File: src/hdl/assert_macros.svh
// Assertion macros shared by the block dot product RTL.
// Included by the modules that check their own pipeline behavior.
`ifndef ASSERT_MACROS_SVH
`define ASSERT_MACROS_SVH

// Same-cycle implication, disabled while reset is asserted.
`define Q8_ASSERT_IMPL(lbl, clk, rstn, ante, cons, msg) \
    lbl: assert property (@(posedge clk) disable iff (!rstn) (ante) |-> (cons)) \
        else $error(msg);

// Next-cycle implication, disabled while reset is asserted.
`define Q8_ASSERT_NEXT(lbl, clk, rstn, ante, cons, msg) \
    lbl: assert property (@(posedge clk) disable iff (!rstn) (ante) |=> (cons)) \
        else $error(msg);

`endif

File: src/hdl/q8bdp_pkg.sv
// Package for the Q8_0 block dot product: widths, block geometry, control struct.
// No dependencies; every RTL module of the block refers to it by scoped names.
package q8bdp_pkg;

    localparam int LANES       = 4;
    localparam int BLOCK_ELEMS = 32;

    localparam int ITEMS_RAW       = BLOCK_ELEMS / LANES;
    localparam int ITEMS_PER_BLOCK = (ITEMS_RAW > 0) ? ITEMS_RAW : 1;
    localparam int CNT_W           = (ITEMS_PER_BLOCK > 1) ? $clog2(ITEMS_PER_BLOCK) : 1;

    localparam int WEIGHT_W = 8;
    localparam int ACT_W    = 16;
    localparam int PROD_W   = WEIGHT_W + ACT_W;
    localparam int SUM_W    = PROD_W + ((LANES > 1) ? $clog2(LANES) : 1);
    localparam int TOTAL_W  = 30;

    localparam int HALF_W   = 16;
    localparam int EXP_W    = 5;
    localparam int MAN_W    = 10;
    localparam int SIG_W    = MAN_W + 1;
    localparam int EXP_BIAS = 15;
    localparam int ACT_FRAC = 12;
    localparam int OUT_FRAC = 24;
    // Shift that lines up (block sum * significand) with the Q.24 output.
    localparam int ALIGN    = EXP_BIAS + MAN_W + ACT_FRAC - OUT_FRAC;

    localparam logic [EXP_W-1:0] EXP_SPECIAL = 5'h1F;
    localparam logic [EXP_W-1:0] EXP_ZERO    = 5'h00;
    localparam logic [EXP_W-1:0] EXP_ONE     = 5'h01;

    localparam int MAG_W = TOTAL_W + SIG_W + 1;
    localparam int ACC_W = 64;

    typedef struct packed {
        logic valid;
        logic close;
        logic row_end;
        logic bad;
    } ctl_t;

endpackage

File: src/hdl/q8bdp_lane.sv
// One multiply lane: int8 weight times Q3.12 activation, registered.
// Depends on q8bdp_pkg.
module q8bdp_lane (
    input  logic                                  clk,
    input  logic                                  adv,
    input  logic signed [q8bdp_pkg::WEIGHT_W-1:0] weight,
    input  logic signed [q8bdp_pkg::ACT_W-1:0]    act,
    output logic signed [q8bdp_pkg::PROD_W-1:0]   prod
);

    logic signed [q8bdp_pkg::PROD_W-1:0] prod_reg;
    logic signed [q8bdp_pkg::PROD_W-1:0] prod_next;

    assign prod_next = q8bdp_pkg::PROD_W'(weight) * q8bdp_pkg::PROD_W'(act);

    always_ff @(posedge clk)
    begin
        if (adv)
        begin
            prod_reg <= prod_next;
        end
    end

    assign prod = prod_reg;

endmodule

File: src/hdl/q8bdp_merge.sv
// Merge stage: sums the lane products and keeps the running block total.
// Depends on q8bdp_pkg.
module q8bdp_merge (
    input  logic                                  clk,
    input  logic                                  rst_n,
    input  logic                                  adv,
    input  logic signed [q8bdp_pkg::PROD_W-1:0]   prod [q8bdp_pkg::LANES],
    input  q8bdp_pkg::ctl_t                       ctl_in,
    input  logic [q8bdp_pkg::HALF_W-1:0]          scale_in,
    output logic signed [q8bdp_pkg::TOTAL_W-1:0]  total_out,
    output logic [q8bdp_pkg::HALF_W-1:0]          scale_out,
    output q8bdp_pkg::ctl_t                       ctl_out
);

    logic signed [q8bdp_pkg::SUM_W-1:0]   lane_sum;
    logic signed [q8bdp_pkg::TOTAL_W-1:0] total_reg;
    logic signed [q8bdp_pkg::TOTAL_W-1:0] total_next;
    logic signed [q8bdp_pkg::TOTAL_W-1:0] closed_reg;
    logic [q8bdp_pkg::HALF_W-1:0]         scale_reg;
    q8bdp_pkg::ctl_t                      ctl_reg;

    always_comb
    begin
        lane_sum = '0;
        for (int i = 0; i < q8bdp_pkg::LANES; i++)
        begin
            lane_sum = lane_sum + q8bdp_pkg::SUM_W'(prod[i]);
        end
    end

    // Block total wraps in its own width.
    assign total_next = total_reg + q8bdp_pkg::TOTAL_W'(lane_sum);

    always_ff @(posedge clk or negedge rst_n)
    begin
        if (!rst_n)
        begin
            total_reg <= '0;
            ctl_reg   <= '0;
        end
        else if (adv)
        begin
            ctl_reg <= ctl_in;
            if (ctl_in.valid)
            begin
                total_reg <= ctl_in.close ? '0 : total_next;
            end
        end
    end

    always_ff @(posedge clk)
    begin
        if (adv)
        begin
            closed_reg <= total_next;
            scale_reg  <= scale_in;
        end
    end

    assign total_out = closed_reg;
    assign scale_out = scale_reg;
    assign ctl_out   = ctl_reg;

endmodule

File: src/hdl/q8bdp_scale.sv
// Scale stages: block total times half significand, then exponent shift with rounding.
// Depends on q8bdp_pkg.
module q8bdp_scale (
    input  logic                                 clk,
    input  logic                                 rst_n,
    input  logic                                 adv,
    input  logic signed [q8bdp_pkg::TOTAL_W-1:0] total,
    input  logic [q8bdp_pkg::HALF_W-1:0]         scale,
    input  q8bdp_pkg::ctl_t                      ctl_in,
    output logic signed [q8bdp_pkg::ACC_W-1:0]   term,
    output q8bdp_pkg::ctl_t                      ctl_out
);

    logic [q8bdp_pkg::EXP_W-1:0]         exp_field;
    logic [q8bdp_pkg::EXP_W-1:0]         exp_eff;
    logic [q8bdp_pkg::SIG_W-1:0]         sig;
    logic signed [q8bdp_pkg::MAG_W-1:0]  prod;
    logic signed [q8bdp_pkg::MAG_W-1:0]  mag_next;

    logic signed [q8bdp_pkg::MAG_W-1:0]  mag_reg;
    logic [q8bdp_pkg::EXP_W-1:0]         exp_reg;
    q8bdp_pkg::ctl_t                     ctl3_reg;
    q8bdp_pkg::ctl_t                     ctl3_next;

    logic signed [q8bdp_pkg::ACC_W-1:0]  mag_wide;
    logic signed [q8bdp_pkg::ACC_W-1:0]  half;
    logic [q8bdp_pkg::EXP_W-1:0]         up_sh;
    logic [q8bdp_pkg::EXP_W-1:0]         dn_sh;
    logic signed [q8bdp_pkg::ACC_W-1:0]  term_next;
    logic signed [q8bdp_pkg::ACC_W-1:0]  term_reg;
    q8bdp_pkg::ctl_t                     ctl4_reg;

    // Multiply stage; subnormals drop the hidden bit and use the lowest exponent.
    assign exp_field = scale[q8bdp_pkg::MAN_W +: q8bdp_pkg::EXP_W];

    always_comb
    begin
        if (exp_field == q8bdp_pkg::EXP_ZERO)
        begin
            sig     = {1'b0, scale[q8bdp_pkg::MAN_W-1:0]};
            exp_eff = q8bdp_pkg::EXP_ONE;
        end
        else
        begin
            sig     = {1'b1, scale[q8bdp_pkg::MAN_W-1:0]};
            exp_eff = exp_field;
        end
    end

    assign prod     = q8bdp_pkg::MAG_W'(total) * q8bdp_pkg::MAG_W'($signed({1'b0, sig}));
    assign mag_next = scale[q8bdp_pkg::HALF_W-1] ? -prod : prod;

    always_comb
    begin
        ctl3_next     = ctl_in;
        ctl3_next.bad = (exp_field == q8bdp_pkg::EXP_SPECIAL);
    end

    always_ff @(posedge clk or negedge rst_n)
    begin
        if (!rst_n)
        begin
            ctl3_reg <= '0;
            ctl4_reg <= '0;
        end
        else if (adv)
        begin
            ctl3_reg <= ctl3_next;
            ctl4_reg <= ctl3_reg;
        end
    end

    // Shift stage: left for large exponents, else round half up and shift right.
    assign mag_wide = q8bdp_pkg::ACC_W'(mag_reg);
    assign up_sh    = exp_reg - q8bdp_pkg::EXP_W'(q8bdp_pkg::ALIGN);
    assign dn_sh    = q8bdp_pkg::EXP_W'(q8bdp_pkg::ALIGN) - exp_reg;
    assign half     = q8bdp_pkg::ACC_W'(1) <<< (dn_sh - q8bdp_pkg::EXP_W'(1));

    always_comb
    begin
        if (exp_reg >= q8bdp_pkg::EXP_W'(q8bdp_pkg::ALIGN))
        begin
            term_next = mag_wide <<< up_sh;
        end
        else
        begin
            term_next = (mag_wide + half) >>> dn_sh;
        end
    end

    always_ff @(posedge clk)
    begin
        if (adv)
        begin
            mag_reg  <= mag_next;
            exp_reg  <= exp_eff;
            term_reg <= term_next;
        end
    end

    assign term    = term_reg;
    assign ctl_out = ctl4_reg;

endmodule

File: src/hdl/q8bdp_accum.sv
// Row accumulator with saturation, sticky flags and the result register.
// Depends on q8bdp_pkg and assert_macros.svh.
`include "assert_macros.svh"

module q8bdp_accum (
    input  logic                                clk,
    input  logic                                rst_n,
    input  logic                                adv,
    input  logic signed [q8bdp_pkg::ACC_W-1:0]  term,
    input  q8bdp_pkg::ctl_t                     ctl_in,
    input  logic                                out_ready,
    output logic                                out_valid,
    output logic signed [q8bdp_pkg::ACC_W-1:0]  row_sum,
    output logic                                saturated,
    output logic                                bad_scale
);

    localparam logic signed [q8bdp_pkg::ACC_W-1:0] ACC_MAX = {1'b0, {(q8bdp_pkg::ACC_W-1){1'b1}}};
    localparam logic signed [q8bdp_pkg::ACC_W-1:0] ACC_MIN = {1'b1, {(q8bdp_pkg::ACC_W-1){1'b0}}};

    logic signed [q8bdp_pkg::ACC_W-1:0] acc_reg;
    logic signed [q8bdp_pkg::ACC_W-1:0] acc_next;
    logic signed [q8bdp_pkg::ACC_W-1:0] raw_sum;
    logic                               clip_reg;
    logic                               clip_next;
    logic                               bad_reg;
    logic                               bad_next;
    logic                               ovf;
    logic                               add_en;
    logic                               emit;

    logic                               out_valid_reg;
    logic signed [q8bdp_pkg::ACC_W-1:0] row_sum_reg;
    logic                               saturated_reg;
    logic                               bad_scale_reg;

    assign add_en  = ctl_in.valid && ctl_in.close && !ctl_in.bad;
    assign emit    = adv && ctl_in.valid && ctl_in.row_end;
    assign raw_sum = acc_reg + term;
    assign ovf     = (acc_reg[q8bdp_pkg::ACC_W-1] == term[q8bdp_pkg::ACC_W-1])
                  && (raw_sum[q8bdp_pkg::ACC_W-1] != acc_reg[q8bdp_pkg::ACC_W-1]);

    always_comb
    begin
        acc_next  = acc_reg;
        clip_next = clip_reg;
        bad_next  = bad_reg;
        if (ctl_in.valid && ctl_in.close && ctl_in.bad)
        begin
            bad_next = 1'b1;
        end
        if (add_en)
        begin
            if (ovf)
            begin
                acc_next  = acc_reg[q8bdp_pkg::ACC_W-1] ? ACC_MIN : ACC_MAX;
                clip_next = 1'b1;
            end
            else
            begin
                acc_next = raw_sum;
            end
        end
    end

    always_ff @(posedge clk or negedge rst_n)
    begin
        if (!rst_n)
        begin
            acc_reg       <= '0;
            clip_reg      <= 1'b0;
            bad_reg       <= 1'b0;
            out_valid_reg <= 1'b0;
        end
        else
        begin
            if (out_valid_reg && out_ready)
            begin
                out_valid_reg <= 1'b0;
            end
            if (adv)
            begin
                if (emit)
                begin
                    // Drop row state once the result is captured.
                    acc_reg       <= '0;
                    clip_reg      <= 1'b0;
                    bad_reg       <= 1'b0;
                    out_valid_reg <= 1'b1;
                end
                else
                begin
                    acc_reg  <= acc_next;
                    clip_reg <= clip_next;
                    bad_reg  <= bad_next;
                end
            end
        end
    end

    always_ff @(posedge clk)
    begin
        if (emit)
        begin
            row_sum_reg   <= acc_next;
            saturated_reg <= clip_next;
            bad_scale_reg <= bad_next;
        end
    end

    assign out_valid = out_valid_reg;
    assign row_sum   = row_sum_reg;
    assign saturated = saturated_reg;
    assign bad_scale = bad_scale_reg;

    `Q8_ASSERT_NEXT(a_row_clears, clk, rst_n, emit, (acc_reg == '0) && !clip_reg && !bad_reg, "row state not cleared after emit")
    `Q8_ASSERT_IMPL(a_no_overwrite, clk, rst_n, out_valid_reg && !out_ready, !emit, "pending result overwritten")

endmodule

File: src/hdl/q8_block_dot_product.sv
// Q8_0 block dot product: one output of a quantized matrix-vector product.
// Depends on q8bdp_pkg, q8bdp_lane, q8bdp_merge, q8bdp_scale, q8bdp_accum, assert_macros.svh.
//
// The block takes one transaction per clock: four int8 weights, four Q3.12
// activations, a half-precision block scale and a row-end mark. The scale is
// sampled on the first transaction of each 32-element block (eight
// transactions) and ignored on the others. Four lane multipliers work side by
// side, a merge stage sums them into the block total, and at block end (or at
// row end, which closes a partial block) the total is multiplied by the scale
// significand, shifted by its exponent with round-half-up, and added into a
// saturating 64-bit Q.24 row accumulator. An infinite or NaN scale adds
// nothing and sets bad_scale. On the row-end transaction one result is
// delivered: row_sum, saturated and bad_scale, and row state is cleared.
// Throughput is one transaction per cycle while in_ready is high. A result
// reaches the output register through the stages in order: the edge that
// accepts its row-end transaction loads the lane multiply stage, then merge,
// scale multiply, shift and accumulate follow, the last loading the output
// register. The output register lets accepted transactions keep flowing while
// a result waits; in_ready drops only when a row result reaches the
// accumulator while the previous result has not yet been taken.
`include "assert_macros.svh"

module q8_block_dot_product (
    input  logic                                   clk,
    input  logic                                   rst_n,
    input  logic                                   in_valid,
    output logic                                   in_ready,
    input  logic [q8bdp_pkg::HALF_W-1:0]           scale_half,
    input  logic signed [q8bdp_pkg::WEIGHT_W-1:0]  weight_a,
    input  logic signed [q8bdp_pkg::WEIGHT_W-1:0]  weight_b,
    input  logic signed [q8bdp_pkg::WEIGHT_W-1:0]  weight_c,
    input  logic signed [q8bdp_pkg::WEIGHT_W-1:0]  weight_d,
    input  logic signed [q8bdp_pkg::ACT_W-1:0]     act_a,
    input  logic signed [q8bdp_pkg::ACT_W-1:0]     act_b,
    input  logic signed [q8bdp_pkg::ACT_W-1:0]     act_c,
    input  logic signed [q8bdp_pkg::ACT_W-1:0]     act_d,
    input  logic                                   row_end,
    output logic                                   out_valid,
    input  logic                                   out_ready,
    output logic signed [q8bdp_pkg::ACC_W-1:0]     row_sum,
    output logic                                   saturated,
    output logic                                   bad_scale
);

    logic signed [q8bdp_pkg::WEIGHT_W-1:0] weights [q8bdp_pkg::LANES];
    logic signed [q8bdp_pkg::ACT_W-1:0]    acts    [q8bdp_pkg::LANES];
    logic signed [q8bdp_pkg::PROD_W-1:0]   prods   [q8bdp_pkg::LANES];

    logic                                  adv;
    logic                                  accept;
    logic                                  last_in_block;
    logic                                  close_in;

    // Block position and the scale held for the block.
    logic [q8bdp_pkg::CNT_W-1:0]           cnt_reg;
    logic [q8bdp_pkg::CNT_W-1:0]           cnt_next;
    logic [q8bdp_pkg::HALF_W-1:0]          held_scale_reg;
    logic [q8bdp_pkg::HALF_W-1:0]          scale_sel;

    // Stage 1 side-band beside the lane products.
    q8bdp_pkg::ctl_t                       ctl1_reg;
    q8bdp_pkg::ctl_t                       ctl1_next;
    logic [q8bdp_pkg::HALF_W-1:0]          scale1_reg;

    q8bdp_pkg::ctl_t                       ctl2;
    logic signed [q8bdp_pkg::TOTAL_W-1:0]  total2;
    logic [q8bdp_pkg::HALF_W-1:0]          scale2;
    q8bdp_pkg::ctl_t                       ctl4;
    logic signed [q8bdp_pkg::ACC_W-1:0]    term4;

    assign weights[0] = weight_a;
    assign weights[1] = weight_b;
    assign weights[2] = weight_c;
    assign weights[3] = weight_d;
    assign acts[0]    = act_a;
    assign acts[1]    = act_b;
    assign acts[2]    = act_c;
    assign acts[3]    = act_d;

    // Hold the whole pipeline only when a row result would land on an untaken one.
    assign adv      = !(ctl4.valid && ctl4.row_end && out_valid && !out_ready);
    assign in_ready = adv;
    assign accept   = in_valid && adv;

    assign last_in_block = (cnt_reg == q8bdp_pkg::CNT_W'(q8bdp_pkg::ITEMS_PER_BLOCK - 1));
    assign close_in      = last_in_block || row_end;
    assign scale_sel     = (cnt_reg == '0) ? scale_half : held_scale_reg;
    assign cnt_next      = close_in ? '0 : cnt_reg + q8bdp_pkg::CNT_W'(1);

    always_comb
    begin
        ctl1_next         = '0;
        ctl1_next.valid   = in_valid;
        ctl1_next.close   = close_in;
        ctl1_next.row_end = row_end;
    end

    always_ff @(posedge clk or negedge rst_n)
    begin
        if (!rst_n)
        begin
            cnt_reg        <= '0;
            held_scale_reg <= '0;
            ctl1_reg       <= '0;
        end
        else
        begin
            if (accept)
            begin
                cnt_reg        <= cnt_next;
                held_scale_reg <= scale_sel;
            end
            if (adv)
            begin
                ctl1_reg <= ctl1_next;
            end
        end
    end

    always_ff @(posedge clk)
    begin
        if (adv)
        begin
            scale1_reg <= scale_sel;
        end
    end

    for (genvar g = 0; g < q8bdp_pkg::LANES; g++)
    begin : g_lane
        q8bdp_lane u_lane (
            .clk    (clk),
            .adv    (adv),
            .weight (weights[g]),
            .act    (acts[g]),
            .prod   (prods[g])
        );
    end

    q8bdp_merge u_merge (
        .clk       (clk),
        .rst_n     (rst_n),
        .adv       (adv),
        .prod      (prods),
        .ctl_in    (ctl1_reg),
        .scale_in  (scale1_reg),
        .total_out (total2),
        .scale_out (scale2),
        .ctl_out   (ctl2)
    );

    q8bdp_scale u_scale (
        .clk     (clk),
        .rst_n   (rst_n),
        .adv     (adv),
        .total   (total2),
        .scale   (scale2),
        .ctl_in  (ctl2),
        .term    (term4),
        .ctl_out (ctl4)
    );

    q8bdp_accum u_accum (
        .clk       (clk),
        .rst_n     (rst_n),
        .adv       (adv),
        .term      (term4),
        .ctl_in    (ctl4),
        .out_ready (out_ready),
        .out_valid (out_valid),
        .row_sum   (row_sum),
        .saturated (saturated),
        .bad_scale (bad_scale)
    );

    `Q8_ASSERT_IMPL(a_cnt_range, clk, rst_n, 1'b1, cnt_reg <= q8bdp_pkg::CNT_W'(q8bdp_pkg::ITEMS_PER_BLOCK - 1), "block position out of range")
    `Q8_ASSERT_NEXT(a_row_restarts_block, clk, rst_n, accept && row_end, cnt_reg == '0, "row end did not restart the block")

endmodule

File: config.mk
export PLATFORM = sky130hd
export DESIGN_NAME = q8_block_dot_product
export DESIGN_NICKNAME = d
export VERILOG_FILES = /design/src/hdl/q8bdp_pkg.sv /design/src/hdl/q8bdp_lane.sv /design/src/hdl/q8bdp_merge.sv /design/src/hdl/q8bdp_scale.sv /design/src/hdl/q8bdp_accum.sv /design/src/hdl/q8_block_dot_product.sv
export VERILOG_INCLUDE_DIRS = /design/src /design/src/hdl
export SDC_FILE = /design/constraint.sdc
export NUM_CORES = 2
export LEC_CHECK = 0
export BUFFER_PORTS_ARGS = -buffer_cell sky130_fd_sc_hd__buf_2
export CAP_MARGIN = 25
export CORE_MARGIN = 8
export CORE_UTILIZATION = 45
export DETAILED_ROUTE_END_ITERATION = 7
export PLACE_DENSITY_LB_ADDON = 0.08
export SYNTH_ARGS = -nofsm -noshare
export SYNTH_HDL_FRONTEND = slang
export SYNTH_SLANG_ARGS = --single-unit
export TNS_END_PERCENT = 20
File: constraint.sdc
create_clock -name clk -period 20.2 [get_ports clk]
set_clock_uncertainty 0.1 [all_clocks]
set_input_delay 5.05 -clock clk [delete_from_list [all_inputs] [get_ports clk]]
set_output_delay 5.05 -clock clk [all_outputs]
set_load 0.01 [all_outputs]
==> flow_summary_export.csv <==
group,metric,value,unit
status,status,"complete, no violations",
timing,setup_viol,0,
clocking,insertion_delay,0.69,ns
yosys,yosys-top-cells-area,"fa_1 26%, edfxtp_1 17%, ha_1 8.5%",
yosys,yosysTopAreaCell,"fa_1",
clocking,hold_buffers,0,
clocking,cts_resized,0,
yosys,synth_ff_type,"edfxtp_1",
yosys,synth_seq_area_share,22.2,%
routing,wl_per_cell,19.9,um
routing,ant_nets,0,
routing,vias,44500,
floorplanning,dieArea,145000,sq um
yosys,syn_inst,6494,
routing,wirelength,165,mm
clocking,postCtsSetupBuffers,0,
floorplanning,dieWidth,381,um
timing,clock.fmax,83.9,MHz
layout,n_fill_cell,12700,
critical_path,critical_path.max_stage_delay,0.69,ns
layout,drive_above_1_share,6.86,%
yosys,async_reset_ff_share,28.0,%
worst_hold_path,hp-class,"reg -> reg",
yosys,syn_nets,7800,
clocking,cts.sinks,465,
clocking,cts_buffers,56,
layout,largest_register_ffs,96,
floorplanning,num_io_pins,185,
timing,fin_crit_sh,59.0,%
global_route,grt_use_met2,39.0,%
critical_path,cp_max_fo,66,
critical_path,cp.arrival,6.77,ns
floorplanning,die_y,381,um
timing,period_needed,11.92,ns
global_route,grt_pass1_vias,45900,
routing,drc,0,
floorplanning,rows,134,
global_route,grt_max_degree,155,
clocking,cts.clk_slew.worst_paths,0.06,ns
critical_path,start_kind,"primary input",
timing,rsz0062_at_grt,"no",
timing,finalHoldViolations,0,
yosys,yosysWarnings,0,
critical_path,critPathCaptureType,"output port",
floorplanning,core,133000,sq um
yosys,synth_seq_cells,465,
routing,avgViaCountPerCell,5.36,
routing,first_pass_iters,5,
global_route,grt_antenna_before_repair,10,
critical_path,critPathKind,"in -> out",
place,portBuffers,184,
global_route,use_met3,2.12,%
clocking,ctsRootBufferMaster,"clkbuf_16",
floorplanning,initial_utilization,45.2,%
critical_path,crit_required,15.05,ns
global_route,grt_busiest_layer,"met2",
timing,tightestPinTransition,1.07,ns
timing,slew_viol_final,0,
layout,final_nets,7803,
yosys,synth-edff-count,335,
place,preCtsSetupSlack,8.25,ns
yosys,syn_area,60100,sq um
timing,worst_slack,8.28,ns
critical_path,worst_path_most_repeated_cell,"buf_2",
global_route,gr-usage-all-layers,22.4,%
critical_path,slowest_stage,"buf_4",
place,finalWeightedCongestion,0.926,
routing,drt_iter0_drc,2853,
yosys,netlist-cell-type-count,91,
timing,fin_setup_tns,0,ns
global_route,grt_pass1_wl,263,mm
yosys,synth_top_area_share,26.0,%
timing,relSlewSlack,28.3,%
global_route,grt_overflow,0,
place,hpwl,132,mm
clocking,cts_tree,"yes",
clocking,cts_max_level,2,
global_route,grtUsageMet1,29.8,%
layout,syn_to_final_growth,7.40,%
yosys,avgSynthCellArea,9.25,sq um
job,max_cap_violations,0,
critical_path,worstPathCellList,"buf_2 -> nand2b_1 -> nor2_4 -> buf_4 -> inv_8 -> buf_2",
clocking,clockBufferDepth,3,
layout make-up:
class                           instances  area [sq um]  area share [%]
Multi-Input combinational cell       4832         42400            65.7
Sequential cell                       465         13300            20.6
Inverter                              910          3420            5.31
Tap cell                             1768          2210            3.43
Clock buffer                           72          1490            2.31
Timing Repair Buffer                  232          1320            2.05
Clock inverter                         34           340           0.527
Antenna cell                            4          10.0          0.0155
cells in the mapped netlist, types with 21 or more instances:
cell type / number
inv_1: 908
nand2_1: 800
fa_1: 779
ha_1: 410
nor2_1: 404
and2_1: 394
a21oi_1: 391
edfxtp_1: 335
clkbuf_1: 267
o21ai_0: 225
xnor2_1: 208
dfrtp_1: 130
nand2b_1: 111
a21o_1: 101
mux2i_1: 86
xor2_1: 84
nand3_1: 74
a22o_1: 73
nor2b_1: 59
nor3_1: 58
a211oi_1: 55
a31oi_1: 43
mux2_2: 39
o21a_1: 39
mux4_2: 26
or3_1: 24
and3_1: 22
nand4_1: 21
o22ai_1: 21
o31ai_1: 21
worst paths after layout:
path | start | to | slack (ns) | cells past startpoint
min reg2reg | scale1_reg[14] | u_merge.scale_out[14] | 0.24 | 0
min | scale1_reg[14] | u_merge.scale_out[14] | 0.24 | 0
max reg2reg | u_scale.exp_reg[1] | u_scale.term[15] | 12.09 | 28
min in group asynchronous | rst_n | u_accum.acc_reg[8] | 4.28 | 1
max in group asynchronous | rst_n | u_merge.total_reg[17] | 14.15 | 2
max | out_ready | in_ready | 8.28 | 6
stage by stage:
step | hold WS (ns) | area [sq um] | util [%] | std cells
final | 0.242 | 64500 | 48.5 | 8317
after global routing | 0.231 | 64500 | 48.5 | 8313
after CTS | 0.217 | 64500 | 48.5 | 8312
after detailed placement | 0.305 | 62700 | 47.1 | 8206
after global placement | 0.303 | 62600 | 47.1 | 8205
after floorplan | 0.300 | 60100 | - | 6494
placed cells by master (no fill, tap or decap), types with 86 or more instances in the layout:
cell,instances
a21o_1,101
a21oi_1,388
and2_1,394
buf_2,183
dfrtp_1,130
edfxtp_1,335
fa_1,779
ha_1,409
inv_1,906
mux2i_1,86
nand2_1,799
nand2b_1,111
nor2_1,401
o21ai_0,225
xnor2_1,203
critical path, delay by kind of cell:
| family | cells | cell delay (ns) |
|---|---|---|
| buf+inv | 4 | 1.36 |
| simple gates | 2 | 0.31 |
cells by family (layout without fill, tap and decap cells):
kind of cell,after synthesis,count (layout),synth area share (%)
adder cells (fa/ha/maj),1189,1189,34.5
multiplexers,151,151,3.14
XOR/XNOR,292,292,4.26
flip-flops,465,465,22.2
other,0,4,0
buffers and inverters,1197,1248,7.50
AND/OR/NAND/NOR,2031,2031,16.0
AO/OA/AOI/OAI,1169,1169,12.4
per-layer routing:
metal | share of wire [%] | vias to the layer above
met5 | 0.0073 | -
met4 | 3.1 | 2
met3 | 3.8 | 232
met2 | 49 | 945
met1 | 44 | 22000
li1 | - | 21400
Power is left out: the tool's default activity adds up to more than one toggle a clock period on the data nets, which glitch-free logic cannot reach.
